--- config.mk ---
export PLATFORM = sky130hd
export DESIGN_NAME = rmd_avg_stage
export DESIGN_NICKNAME = d
export VERILOG_FILES = /design/src/rtl/rmd_pkg.sv /design/src/rtl/rmd_avg_stage.sv
export SDC_FILE = /design/constraint.sdc
export NUM_CORES = 1
export LEC_CHECK = 0
export BUFFER_PORTS_ARGS = -buffer_cell sky130_fd_sc_hd__clkbuf_2
export CELL_PAD_IN_SITES_DETAIL_PLACEMENT = 1
export CELL_PAD_IN_SITES_GLOBAL_PLACEMENT = 2
export CORE_ASPECT_RATIO = 1.1
export CORE_MARGIN = 3
export CORE_UTILIZATION = 26
export CTS_CLUSTER_SIZE = 16
export DETAILED_ROUTE_END_ITERATION = 10
export GPL_ROUTABILITY_DRIVEN = 0
export PLACE_DENSITY = 0.74
export SETUP_SLACK_MARGIN = 0.1
export SYNTH_ARGS = -nofsm -noshare
export SYNTH_HDL_FRONTEND = slang
export SYNTH_SLANG_ARGS = --single-unit
--- constraint.sdc ---
create_clock -name clk -period 2.9 [get_ports clk]
set_input_delay 0.29 -clock clk [delete_from_list [all_inputs] [get_ports clk]]
set_output_delay 0.29 -clock clk [all_outputs]
set_load 0.02 [all_outputs]
--- src/rtl/rmd_pkg.sv ---
// Shared types, constants and helper functions for the RGBA 2x2 mip downsampler.
// No dependencies; imported by every rmd_* module and by the top level.
`default_nettype none

package rmd_pkg;

  // Configuration port
  localparam int CFG_W     = 13;  // width of the size registers
  localparam int CFG_IDX_W = 4;   // register index width on the config port
  localparam logic [CFG_IDX_W-1:0] CFG_SRC_WIDTH  = CFG_IDX_W'(0);
  localparam logic [CFG_IDX_W-1:0] CFG_SRC_HEIGHT = CFG_IDX_W'(1);
  localparam logic [CFG_W-1:0]     SIZE_RESET     = CFG_W'(2);

  // Height is bounded by a fixed limit, independent of the line store size
  localparam logic [CFG_W-1:0] HEIGHT_LIMIT = CFG_W'(4096);
  localparam int ROW_W = 12;

  localparam int CH_W  = 8;       // channel width
  localparam int SUM_W = CH_W + 1; // horizontal pair sum width

  // Channel 0 is red, then green, blue, alpha
  typedef logic [3:0][CH_W-1:0]  pixel_t;
  typedef logic [3:0][SUM_W-1:0] pair_sum_t;

  // Control that travels with a pair sum from the front stage to the averager
  typedef struct packed {
    logic use_line;  // upper pair comes from the line store, else reuse own pair
    logic last;      // final destination pixel of the image
  } s1_ctl_t;

  function automatic pair_sum_t pair_sum(pixel_t a, pixel_t b);
    pair_sum_t r;
    for (int c = 0; c < 4; c++) begin
      r[c] = {1'b0, a[c]} + {1'b0, b[c]};
    end
    return r;
  endfunction

endpackage

`default_nettype wire

--- src/rtl/rmd_avg_stage.sv ---
// Vertical add of two pair sums, divide by four, and the output register.
// Uses rmd_pkg for pixel and pair sum types.
`default_nettype none

module rmd_avg_stage (
  input  wire logic               clk,
  input  wire logic               rst,
  input  wire logic               s1_valid,
  input  wire rmd_pkg::pair_sum_t s1_pair,
  input  wire rmd_pkg::s1_ctl_t   s1_ctl,
  input  wire rmd_pkg::pair_sum_t line_rdata,
  input  wire logic               out_ready,
  output logic                    out_valid,
  output logic                    out_free,
  output rmd_pkg::pixel_t         out_pixel,
  output logic                    last_pixel
);
  import rmd_pkg::*;

  pair_sum_t        upper;
  pixel_t           avg;
  logic [SUM_W:0]   sum [4];

  always_comb begin
    upper = s1_ctl.use_line ? line_rdata : s1_pair;
    for (int c = 0; c < 4; c++) begin
      sum[c] = {1'b0, upper[c]} + {1'b0, s1_pair[c]};
      avg[c] = sum[c][SUM_W:2];
    end
  end

  assign out_free = !out_valid || out_ready;

  always_ff @(posedge clk) begin
    if (rst) begin
      out_valid <= 1'b0;
    end else if (out_free) begin
      out_valid <= s1_valid;
    end
  end

  always_ff @(posedge clk) begin
    if (out_free && s1_valid) begin
      out_pixel  <= avg;
      last_pixel <= s1_ctl.last;
    end
  end

endmodule

`default_nettype wire
==> run metrics <==
status=completed; IO Pins=between 100 and 150; Final Instance Area=between 3000 and 4000 sq um; number of setup buffers added after CTS=0; Slowest-stage cell, CP=mux2_2; top-count cell post-synth=edfxtp_1; setup TNS=0 ns; Cells after Synth=237; Longest Clk Path Bufs=2; Crit path required time=a little under 3 ns; CTS tree=done; ys flop type=edfxtp_1; reg2reg path depth=2; Async SR Flop Fraction=0; dpl cell area=3358 sq um; fin crit share=0.8630; crit path time final=about 2.5 ns; share of cells above drive strength 1=0.4410; r2r setup slk=~1.4 ns; ANT nets after route=0; setup clock skew after layout=about 0.0054 ns; Setup crit end kind=flop; final setup violation count=0; first-pass GRT wire length=roughly 11000 um; top cells by count, synth=33 x edfxtp_1, 32 x ha_1, 32 x mux2_2, 15 x a21oi_1, 15 x xnor2_1; die width=between 100 and 150 um; WL/cell=between 10 and 15 um; Final HPWL DP=around 5300 um; largest net degree at the start of global routing=34; vias in the first global route=between 2000 and 2500; Initial Util=0.2736; min-delay src=rst; Crit Path Max Fanout=12; Vias per Instance=around 4.7; number of synthesized flops with an enable pin=33; number of max-cap violations=0; GRT busiest layer=met2; initial antenna violation count=0; Netlist cell types=37; Lkg Pwr=1.593 nW; Starting DRT DRC Count=43; critical path type=in -> reg; CP bufs+invs=1; crit start category=primary input; met2 usage=0.2059; Tightest Pin Transition=between 0.8 and 0.9 ns; drt drc=0; Max Slew Vio Count=0; Hold Path Stages=2; Clk Tree Root Cell=clkbuf_8; yosys warns=0; Tightest Hold Check Type=in -> reg; clk_lat worst skew=0.28 ns; post-CTS sizing=0; average cell area after synthesis=approximately 11 sq um; CTS buffer count=5; relative slew slack=0.4413; cell taking the most area after synthesis=edfxtp_1; f_max=approximately 400 MHz; reg2reg start=out_valid; Hold EP=out_valid; slowest stage delay, CP=around 0.39 ns; Final nets=between 400 and 500; PortBufs=between 100 and 150; VDD IR max=between 0.15 and 0.2 mV; Post-CTS Hold Fix Bufs=0; Final Hold Fails=0; flops & latches, synth=34; vias=between 2000 and 2500; PD cells=468.1 nW/um^2; CP Depth=8; unrepaired setup endpoints after global routing=false; chip height=around 110 um; gr usage total=0.1143; clock slew at reported path FFs=about 0.08 ns; met1 usage=0.1282; worst flop-to-flop path endpoint=out_pixel[25]; Syn Nets=roughly 350; clk sinks=34; critical path's top delay family=compound AO/OA/AOI/OAI gates; Rows=37; die area=11380 sq um; synth top area cells=edfxtp_1 38%, ha_1 15%, mux2_2 14%; Post-Syn Area=2635 sq um; crit-path cells=clkbuf_2 > mux2_2 > ha_1 > and2_1 > a221oi_1 > and2b_1 > a311oi_4 > xnor2_1; Antenna Cells=0; H-Tree Level Count=2; Congestion Overflow GR=0; CP arrival=2.53 ns; Core ar.=~9600 sq um; sequential share of the synthesized area=0.3837; Worst setup startpoint=s1_ctl[1]; met3 Resource Use GR=0.03822; P&R area growth vs syn=30.53%; Total Wirelength=6410 um; DR pass1 iterations=4; top-area cell type share of the netlist area=0.3761
-- state kept, by name, summed over array words and instances, names as in the netlist --
register	flops
out_pixel	32
out_valid	1
last_pixel	1
-- cell type report --
type,instances,area (sq um)
Multi-Input combinational cell,192,1575
Inverter,6,22.52
Sequential cell,34,1011
Tap cell,117,146.4
Fill cell,1144,6190
Clock buffer,6,72.57
Timing Repair Buffer,116,603.1
Clock inverter,2,8.758
-- per-layer routing --
layer | wire [um] | share of wire
met1 | 2643 | 0.41
met3 | 440 | 0.069
met5 | 0 | 0
met2 | 3300 | 0.51
met4 | 26 | 0.0041
-- where the power goes --
part / leakage [nW] / switching, W / total (W) / internal (W)
clock network: 0.0426 / 0.000181 / 0.000346 / 0.000165
logic: 1.22 / 0.000335 / 0.000606 / 0.000270
registers: 0.328 / 0.0000182 / 0.000658 / 0.000640
-- cell families after synthesis --
| kind of cell | Yosys count | synth area share |
|---|---|---|
| mux | 32 | 0.1368 |
| xor+xnor | 22 | 0.07313 |
| buf+inv | 11 | 0.01899 |
| flops | 34 | 0.3837 |
| fa+ha+maj | 32 | 0.1519 |
| simple gates | 64 | 0.1211 |
| compound gates | 42 | 0.1144 |
-- layout by cell type, fill, tap and decap left out, types with 5 or more instances in the layout --
cell type	instances
a21oi_1	15
clkbuf_2	112
clkbuf_8	5
edfxtp_1	33
ha_1	32
inv_1	6
mux2_2	32
nand2_1	13
nor2_1	14
nor2b_1	6
nor3_1	11
xnor2_1	15
xor2_1	7
-- worst max path at each step --
stage	to	slack [ns]
2_1_floorplan	out_pixel[15]	0.23
3_3_place_gp	out_pixel[30]	0.17
3_5_place_dp	out_pixel[30]	0.07
4_1_cts	out_pixel[30]	0.39
5_1_grt	out_pixel[5]	0.28
6_report	out_pixel[30]	0.40
-- stage by stage --
stage	power (W)	worst slack (ns)	utilization	instances	hold WS, ns
5_1_grt	0.001731	0.2803	0.3572	473	0.1374
3_3_place_gp	0.001272	0.1665	0.3488	465	0.4455
4_1_cts	0.001646	0.3905	0.3572	473	0.1388
3_5_place_dp	0.001287	0.06898	0.3488	465	0.4550
2_1_floorplan	0.001090	0.2256	-	237	0.3591
6_report	0.001610	0.3974	0.3572	473	0.1521
Note: power is estimated with default switching activity, not from simulation.
