===== src/rtl/rmd_pkg.sv =====
// Shared types, constants and helper functions for the RGBA 2x2 mip downsampler.
// No dependencies; imported by every rmd_* module and by the top level.
`default_nettype none

package rmd_pkg;

  // Configuration port
  localparam int CFG_W     = 13;  // width of the size registers
  localparam int CFG_IDX_W = 4;   // register index width on the config port
  localparam logic [CFG_IDX_W-1:0] CFG_SRC_WIDTH  = CFG_IDX_W'(0);
  localparam logic [CFG_IDX_W-1:0] CFG_SRC_HEIGHT = CFG_IDX_W'(1);
  localparam logic [CFG_W-1:0]     SIZE_RESET     = CFG_W'(2);

  // Height is bounded by a fixed limit, independent of the line store size
  localparam logic [CFG_W-1:0] HEIGHT_LIMIT = CFG_W'(4096);
  localparam int ROW_W = 12;

  localparam int CH_W  = 8;       // channel width
  localparam int SUM_W = CH_W + 1; // horizontal pair sum width

  // Channel 0 is red, then green, blue, alpha
  typedef logic [3:0][CH_W-1:0]  pixel_t;
  typedef logic [3:0][SUM_W-1:0] pair_sum_t;

  // Control that travels with a pair sum from the front stage to the averager
  typedef struct packed {
    logic use_line;  // upper pair comes from the line store, else reuse own pair
    logic last;      // final destination pixel of the image
  } s1_ctl_t;

  function automatic pair_sum_t pair_sum(pixel_t a, pixel_t b);
    pair_sum_t r;
    for (int c = 0; c < 4; c++) begin
      r[c] = {1'b0, a[c]} + {1'b0, b[c]};
    end
    return r;
  endfunction

endpackage

`default_nettype wire


===== src/rtl/rmd_pair_stage.sv =====
// Front stage: position counters, held even-column pixel, horizontal pair sums,
// line store addressing and the stage-1 register. Uses rmd_pkg.
`default_nettype none

module rmd_pair_stage #(
  parameter int MAX_WIDTH = 4096,
  parameter int AW        = 11
) (
  input  wire logic                      clk,
  input  wire logic                      rst,
  input  wire logic                      cfg_write,
  input  wire logic [rmd_pkg::CFG_W-1:0] src_width,
  input  wire logic [rmd_pkg::CFG_W-1:0] src_height,
  input  wire logic                      in_accept,
  input  wire rmd_pkg::pixel_t           pixel,
  input  wire logic                      out_free,
  output logic                           line_we,
  output logic                           line_re,
  output logic [AW-1:0]                  line_addr,
  output rmd_pkg::pair_sum_t             line_wdata,
  output logic                           s1_valid,
  output rmd_pkg::pair_sum_t             s1_pair,
  output rmd_pkg::s1_ctl_t               s1_ctl
);
  import rmd_pkg::*;

  localparam int CW   = $clog2(MAX_WIDTH);
  localparam int EW   = CW + 1;
  localparam int CMPW = (EW > CFG_W) ? EW : CFG_W;

  logic [CW-1:0]    column_count, column_count_next;
  logic [ROW_W-1:0] row_count, row_count_next;
  pixel_t           held_pixel;

  logic [CMPW-1:0]  w_ext;
  logic [EW-1:0]    eff_w, dst_w, col_ext, half_col;
  logic [CFG_W-1:0] eff_h, dst_h, row_ext, half_row;
  logic             w_one, h_one, in_pair, have_pair, hold_load, row_ok, emit, last;
  pair_sum_t        pair;

  always_comb begin
    w_ext = CMPW'(src_width);
    if (w_ext == '0) begin
      eff_w = EW'(1);
    end else if (w_ext > CMPW'(MAX_WIDTH)) begin
      eff_w = EW'(MAX_WIDTH);
    end else begin
      eff_w = EW'(w_ext);
    end
    dst_w = ((eff_w >> 1) == '0) ? EW'(1) : (eff_w >> 1);

    if (src_height == '0) begin
      eff_h = CFG_W'(1);
    end else if (src_height > HEIGHT_LIMIT) begin
      eff_h = HEIGHT_LIMIT;
    end else begin
      eff_h = src_height;
    end
    dst_h = ((eff_h >> 1) == '0) ? CFG_W'(1) : (eff_h >> 1);

    col_ext  = EW'(column_count);
    half_col = col_ext >> 1;
    row_ext  = CFG_W'(row_count);
    half_row = row_ext >> 1;

    w_one     = (eff_w == EW'(1));
    h_one     = (eff_h == CFG_W'(1));
    in_pair   = (half_col < dst_w);
    have_pair = w_one || (in_pair && column_count[0]);
    hold_load = !w_one && in_pair && !column_count[0];
    pair      = pair_sum(w_one ? pixel : held_pixel, pixel);
    row_ok    = (half_row < dst_h);

    // Even rows park their pair sums; odd rows (or a one-row source) emit
    emit    = have_pair && row_ok && (h_one || row_count[0]);
    line_we = in_accept && have_pair && row_ok && !h_one && !row_count[0];
    line_re = in_accept && emit && !h_one;
    line_addr  = w_one ? '0 : AW'(column_count >> 1);
    line_wdata = pair;
    last = (half_col == dst_w - EW'(1)) && (half_row == dst_h - CFG_W'(1));

    if (col_ext + EW'(1) >= eff_w) begin
      column_count_next = '0;
      row_count_next    = (row_ext + CFG_W'(1) >= eff_h) ? '0 : row_count + ROW_W'(1);
    end else begin
      column_count_next = column_count + CW'(1);
      row_count_next    = row_count;
    end
  end

  always_ff @(posedge clk) begin
    if (rst) begin
      column_count <= '0;
      row_count    <= '0;
      held_pixel   <= '0;
      s1_valid     <= 1'b0;
    end else begin
      if (cfg_write) begin
        column_count <= '0;
        row_count    <= '0;
      end else if (in_accept) begin
        column_count <= column_count_next;
        row_count    <= row_count_next;
      end
      if (in_accept && hold_load) begin
        held_pixel <= pixel;
      end
      if (in_accept) begin
        s1_valid <= emit;
      end else if (out_free) begin
        s1_valid <= 1'b0;
      end
    end
  end

  always_ff @(posedge clk) begin
    if (in_accept && emit) begin
      s1_pair         <= pair;
      s1_ctl.use_line <= !h_one;
      s1_ctl.last     <= last;
    end
  end

endmodule

`default_nettype wire


===== config.mk =====
export PLATFORM = sky130hd
export DESIGN_NAME = rmd_pair_stage
export DESIGN_NICKNAME = d
export VERILOG_FILES = /design/src/rtl/rmd_pkg.sv /design/src/rtl/rmd_pair_stage.sv
export SDC_FILE = /design/constraint.sdc
export NUM_CORES = 1
export LEC_CHECK = 0
export BUFFER_PORTS_ARGS = -buffer_cell sky130_fd_sc_hd__buf_4
export CAP_MARGIN = 5
export CORE_MARGIN = 2
export CORE_UTILIZATION = 58
export CTS_BUF_LIST = sky130_fd_sc_hd__clkbuf_8
export CTS_CLUSTER_DIAMETER = 40
export CTS_CLUSTER_SIZE = 16
export DETAILED_ROUTE_END_ITERATION = 7
export GPL_ROUTABILITY_DRIVEN = 0
export GPL_TIMING_DRIVEN = 1
export PLACE_DENSITY = 0.85
export SLEW_MARGIN = 5
export SYNTH_ARGS = -nofsm -noshare
export SYNTH_HDL_FRONTEND = slang
export SYNTH_SLANG_ARGS = --single-unit

===== constraint.sdc =====
create_clock -name clk -period 7.85 [get_ports clk]
set_input_delay 1.57 -clock clk [delete_from_list [all_inputs] [get_ports clk]]
set_output_delay 1.57 -clock clk [all_outputs]
set_load 0.05 [all_outputs]

==> impl_results.md, run 1 <==
- Synth unique cells: 68
- Aggregate routed wire length: approximately 18000 um
- DR WL/cell: ~16 um
- Hold path cells: 2
- Initial antenna violation count: 0
- Setup-failing EPs final: 0
- Chip width: ~120 um
- Status: completed
- Peak supply drop: about 0.11 mV
- Grt ovf: 0
- LEAKAGE: 0.00419 uW
- DIE AREA: about 0.014 mm^2
- Yosys reg bits: between 90 and 100
- DR iter-0 viols: between 300 and 400
- Syn Nets: a little under 1000
- Clk Latency, worst-skew pair: roughly 350 ps
- Period utilisation layout: 0.910
- Largest cells by area after synthesis: dfxtp_1 15%, edfxtp_1 15%, ha_1 14%, nand2b_1 6.0%, mux2i_1 4.5%
- Startpoint Class: primary input
- Arr. time, crit path: between 5000 and 6000 ps
- Final nets: between 1000 and 1500
- CP cell instances: buf_4, nor4_1, nand3_1, nor3_4, buf_12, mux2_1, ha_1, fa_1, a21o_1, a21oi_1, o21bai_1, a21oi_1, nor2b_1, o21ai_1, nand2b_1, buf_4
- Ant diodes: 0
- Yosys top cell by area: dfxtp_1
- Pre-antenna DRT Iters: 4
- Number of synthesized flops with an enable pin: 38
- Sequential-to-total area share from yosys stat: 0.300
- Hold Path Class: register to register
- Clock transition at path regs: approximately 90 ps
- Slew @ Worst Pin: roughly 870 ps
- Synth top cells by count: 84 x ha_1, 75 x nand2_1, 73 x nand2b_1
- Synthesized area: 0.00761 mm^2
- Vias in the first global route: between 6000 and 7000
- Reg2Reg Depth: 14
- Setup TNS: 0 ps
- Root Buffer: clkbuf_8
- Hold-fix buffers, CTS: 0
- Power Dens Cells: 143 mW/mm^2
- Vias: 6517
- Mapped Cells: between 800 and 900
- Post-route ant nets: 0
- Post-route cell area: roughly 0.009 mm^2
- CP required: roughly 6300 ps
- Tmin final: between 7000 and 8000 ps
- Syn-to-layout area delta: 18.7%
- Post-DP HPWL: 13900 um
- DR DRC count: 0
- Most common cell in the netlist: ha_1
- H-tree Lvls: 3
- Placed Area: between 0.008 and 0.009 mm^2
- CP max stage delay: ~560 ps
- Crit path max-delay cell type: nor4_1
- Clock Sinks: 95
- Ys async rst share: 0
- Share of layout cells above drive strength 1: 0.192
- IO Port Bufs: 150
- Max-slew violation count: 0
- Ys Warns: 0
- Final setup skew: roughly 9.5 ps
- Crit end category: output pin
- Rows: 41
- Total track usage: 0.255
- Syn Area/Cell: 9.08 um^2
- Die height: ~120 um
- Largest net degree at the start of global routing: 70
- Fillcell total: slightly above 1000
- CP top delay family: simple AND/OR/NAND/NOR gates
- Core ar.: around 0.013 mm^2
- Cts bufs inserted: 9
- Global-route wire length before repair: ~30000 um
- Prevailing post-synth register cell: dfxtp_1
- Via density: about 5.7
- CTS tree: yes
- Post-synth top area share: 0.150
- Relative slew slack: 0.414
- I/O pin count: 151
- Initial core utilization: 0.598
- RSZ-0062 raised after global routing: false
- Post-CTS sizing: 0
- Crit Path Max Fanout: 38
- Deepest clock path buffer count: 2
- Hold Vio Cnt, Final: 0
- Worst Path Buf+Inv: 3
- Total stage count of the critical path: 16
- WS Path Type: primary input to output pin
- Fmax: 140 MHz
- Setup Fix Bufs, Post-CTS: 0
- Max-cap violations: 0
## logic make-up (layout without fill, tap and decap cells)
logic type | Yosys count | after routing | share of synthesized area
simple gates | 301 | 301 | 0.213
fa+ha+maj | 88 | 88 | 0.149
mux | 67 | 67 | 0.0936
compound gates | 164 | 164 | 0.143
flops | 95 | 95 | 0.300
xor+xnor | 59 | 59 | 0.0679
buf+inv | 64 | 193 | 0.0337
## report_power, final
part           total, uW  leakage [uW]  internal (uW)  switching [uW]
clock                318      0.000106            152             165
sequential           539      0.000814            532            7.15
combinational        431       0.00327            157             273
total               1290       0.00419            841             446
## state kept, by name, indices dropped and copies added (netlist names)
register,flops
s1_valid,1
held_pixel,32
row_count,12
s1_pair,36
s1_ctl,2
column_count,12
## cell type report
class                           count  area (um^2)  share of cell area
Inverter                           22         82.6             0.00914
Sequential cell                    95         2280               0.253
Clock buffer                       10          138              0.0152
Tap cell                          172          215              0.0238
Clock inverter                      6         53.8             0.00596
Timing Repair Buffer              155         1180               0.130
Multi-Input combinational cell    679         5090               0.563
## path summary, 6_finish.rpt
kind | start | to | slack (ps)
worst max-delay path | src_width[1] | line_wdata[26] | 710
worst min register to register | held_pixel[2]$_SDFFE_PP0P_ | held_pixel[2]$_SDFFE_PP0P_ | 470
worst max register to register | column_count[0]$_SDFFE_PP0P_ | row_count[11]$_SDFFE_PP0P_ | 3960
worst min-delay path | held_pixel[2]$_SDFFE_PP0P_ | held_pixel[2]$_SDFFE_PP0P_ | 470
## layout by cell type, fill, tap and decap left out, types with 3 or more instances in the layout
cell	instances
dfxtp_1	57
o21a_1	7
a21o_1	20
o22ai_1	3
buf_4	154
and3_1	5
nor3_1	12
xor2_1	22
nor3b_1	6
o21ai_0	20
nand4_1	5
o21ai_1	15
mux2i_1	34
a211o_1	3
mux2_1	28
fa_1	4
and2_1	3
edfxtp_1	38
xnor2_1	37
nand2b_1	73
clkbuf_8	10
or2_1	6
ha_1	84
nor4_1	12
nand3_1	18
a211oi_1	6
nand2_1	75
mux2_2	5
nor2b_1	21
o31ai_1	6
or2_2	5
a22o_1	10
nor2_1	38
inv_1	24
or3_1	4
a21oi_1	39
o21bai_1	11
## layer usage
metal | wire, um | track usage | up-vias
li1 | - | - | 3265
met1 | 8090 | 0.320 | 3018
met2 | 8680 | 0.438 | 201
met3 | 1070 | 0.0545 | 33
met4 | 337 | 0.0789 | 0
met5 | 0 | 0 | -
## worst reg2reg max path: cells and delay by family (launching register included)
kind / cells / cell delay [ps]
adders and majority gates: 2 / 630
AOI/OAI and AO/OA: 5 / 1060
and+or+nand+nor: 6 / 1410
DFF: 1 / 530
xor gates and xnor gates: 1 / 200
## metrics by stage
step | cells | worst slack [ps] | hold WS (ps) | utilization | total power [uW]
floorplan | 838 | 748 | 445 | - | 850
global placement | 1123 | 915 | 454 | 0.695 | 971
detailed placement | 1123 | 775 | 461 | 0.695 | 979
CTS | 1139 | 760 | 475 | 0.710 | 1300
global route | 1139 | 392 | 487 | 0.710 | 1340
finish | 1139 | 707 | 474 | 0.710 | 1290
No activity file was read; power rests on OpenSTA's default activity.
==> inputs of run 2 (changes only) <==
==> constraint.sdc (replaced) <==
create_clock -name clk -period 7.85 [get_ports clk]
set_input_delay 0.3925 -clock clk [delete_from_list [all_inputs] [get_ports clk]]
set_output_delay 0.3925 -clock clk [all_outputs]
set_load 0.05 [all_outputs]
==> impl_results.md, run 2 (synthesis gave the netlist of run 1 again) <==
- Die height: 119 um (unchanged)
- Vias: 6590 (was 6517)
- H-tree Lvls: 3 (unchanged)
- Vias in the first global route: 6467 (was 6441)
- Max FFs per register: 36 (unchanged)
- Post-route cell area: 0.00905 mm^2 (was 0.00903 mm^2)
- Startpoint Class: primary input (unchanged)
- CTS tree: yes (unchanged)
- Setup TNS: 0 ps (unchanged)
- Relative slew slack: 0.350 (was 0.414)
- Hold Vio Cnt, Final: 0 (unchanged)
- Comb pwr share: 0.327 (was 0.334)
- IO Port Bufs: 150 (unchanged)
- Max-cap violations: 0 (unchanged)
- Hold-fix buffers, CTS: 0 (unchanged)
- Setup-failing EPs final: 0 (unchanged)
- Clk Latency, worst-skew pair: 380 ps (was 350 ps)
- Pre-antenna DRT Iters: 5 (was 4)
- Peak supply drop: 0.116 mV (was 0.112 mV)
- Fmax: 200 MHz (was 140 MHz)
- Global-route wire length before repair: 29800 um (was 29900 um)
- Root Buffer: clkbuf_8 (unchanged)
- Largest regs: s1_pair: 36 flops, held_pixel: 32 flops (unchanged)
- Grt ovf: 0 (unchanged)
- Tmin final: 5000 ps (was 7140 ps)
- WS Path Type: primary input to output pin (unchanged)
- Syn-to-layout area delta: 18.9% (was 18.7%)
- Max-slew violation count: 0 (unchanged)
- Placed Area: 0.00884 mm^2 (unchanged)
- I/O pin count: 151 (unchanged)
- Period utilisation layout: 0.637 (was 0.910)
- Deepest clock path buffer count: 2 (unchanged)
- RSZ-0062 raised after global routing: false (unchanged)
- Clock Sinks: 95 (unchanged)
- Int Power: 864 uW (was 841 uW)
- CP required: 7460 ps (was 6280 ps)
- Post-CTS sizing: 0 (unchanged)
- Share of layout cells above drive strength 1: 0.191 (was 0.192)
- Final setup skew: 9.66 ps (was 9.51 ps)
- Sw Ratio: 0.343 (was 0.346)
- Status: completed (unchanged)
- Hold Path Class: primary input to register (was register to register)
- Final nets: 1113 (unchanged)
- Ant diodes: 0 (unchanged)
- NetSw: 451 uW (was 446 uW)
- Initial antenna violation count: 0 (unchanged)
- Register share of total power: 0.409 (was 0.419)
- Via density: 5.79 (was 5.72)
- Initial core utilization: 0.598 (unchanged)
- Post-route ant nets: 0 (unchanged)
- Cts bufs inserted: 9 (unchanged)
- Most frequent cells in the layout: 154 x buf_4, 84 x ha_1, 75 x nand2_1, 73 x nand2b_1, 57 x dfxtp_1 (unchanged)
- Clk network pwr share: 0.264 (was 0.247)
- Most common cell after layout, fill and taps aside: buf_4 (unchanged)
- Core ar.: 0.0127 mm^2 (unchanged)
- Fillcell total: 1001 (was 1017)
- Chip width: 119 um (unchanged)
- Post-DP HPWL: 14000 um (was 13900 um)
- Arr. time, crit path: 4610 ps (was 5570 ps)
- DR DRC count: 0 (unchanged)
- Crit end category: output pin (unchanged)
- Largest net degree at the start of global routing: 70 (unchanged)
- Slew @ Worst Pin: 968 ps (was 873 ps)
- Setup Fix Bufs, Post-CTS: 0 (unchanged)
- Rows: 41 (unchanged)
- Tot Pwr: 1320 uW (was 1290 uW)
- Reg2reg setup slack: 4020 ps (was 3960 ps)
- Total track usage: 0.257 (was 0.255)
- Power Dens Cells: 145 mW/mm^2 (was 143 mW/mm^2)
- Aggregate routed wire length: 18100 um (was 18200 um)
- Clock transition at path regs: 80 ps (was 90 ps)
- Crit Path Max Fanout: 33 (was 38)
- Top reg by flops: s1_pair (unchanged)
- DR WL/cell: 15.9 um (was 16.0 um)
- LEAKAGE: 0.00420 uW (was 0.00419 uW)
- DR iter-0 viols: 413 (was 390)
- DIE AREA: 0.0140 mm^2 (unchanged)
[run 2: cell types whose count changed in the layout (fill, tap and decap cells not counted)]
cell / before / now
bufinv_16: 1 / 2
clkbuf_8: 10 / 9
clkinv_2: 1 / 0
inv_1: 24 / 25
[run 2: worst max-delay path, stage by stage]
cell	delay (ps)
buf_4	130
nor3_1	540
nand3_1	350
nor3_4	620
buf_12	300
mux2_1	350
ha_1	220
fa_1	410
a21o_1	190
a21oi_1	210
o21bai_1	90
a21oi_1	250
nor2b_1	90
o21ai_1	130
nand2b_1	100
buf_4	200
[run 2: power by group through the flow]
stage	clock (uW)	sequential, uW	combinational (uW)
after floorplan	0	548	302
after global placement	0	549	421
after detailed placement	0	550	429
after CTS	356	539	431
after global routing	370	540	461
final	347	539	430
[run 2: final cells by class]
| type | instances | area (um^2) | area share |
|---|---|---|---|
| Clock buffer | 9 | 124 | 0.0137 |
| Clock inverter | 7 | 82.6 | 0.00913 |
| Inverter | 22 | 82.6 | 0.00913 |
| Multi-Input combinational cell | 679 | 5090 | 0.562 |
| Sequential cell | 95 | 2280 | 0.252 |
| Tap cell | 172 | 215 | 0.0238 |
| Timing Repair Buffer | 155 | 1180 | 0.130 |
[run 2: through the flow]
stage               cells  setup slack, ps  hold WS [ps]   util
floorplan             838             2030           445      -
global placement     1123             3010           455  0.695
detailed placement   1123             2850           463  0.695
CTS                  1139             2840           183  0.711
global route         1139             2480           200  0.711
finish               1139             2850           202  0.711
[run 2: layer usage]
metal,global-route usage,wire length (um)
met1,0.329,7980
met2,0.432,8560
met3,0.0541,1220
met4,0.0856,332
met5,0,0
[run 2: final timing paths]
path                                startpoint                            to  depth (start not counted)
setup / recovery                  src_width[5]                line_wdata[26]                         16
hold / removal                       cfg_write  column_count[0]$_SDFFE_PP0P_                          2
setup reg to reg  column_count[0]$_SDFFE_PP0P_     row_count[8]$_SDFFE_PP0P_                         14
hold reg to reg     held_pixel[3]$_SDFFE_PP0P_    held_pixel[3]$_SDFFE_PP0P_                          2
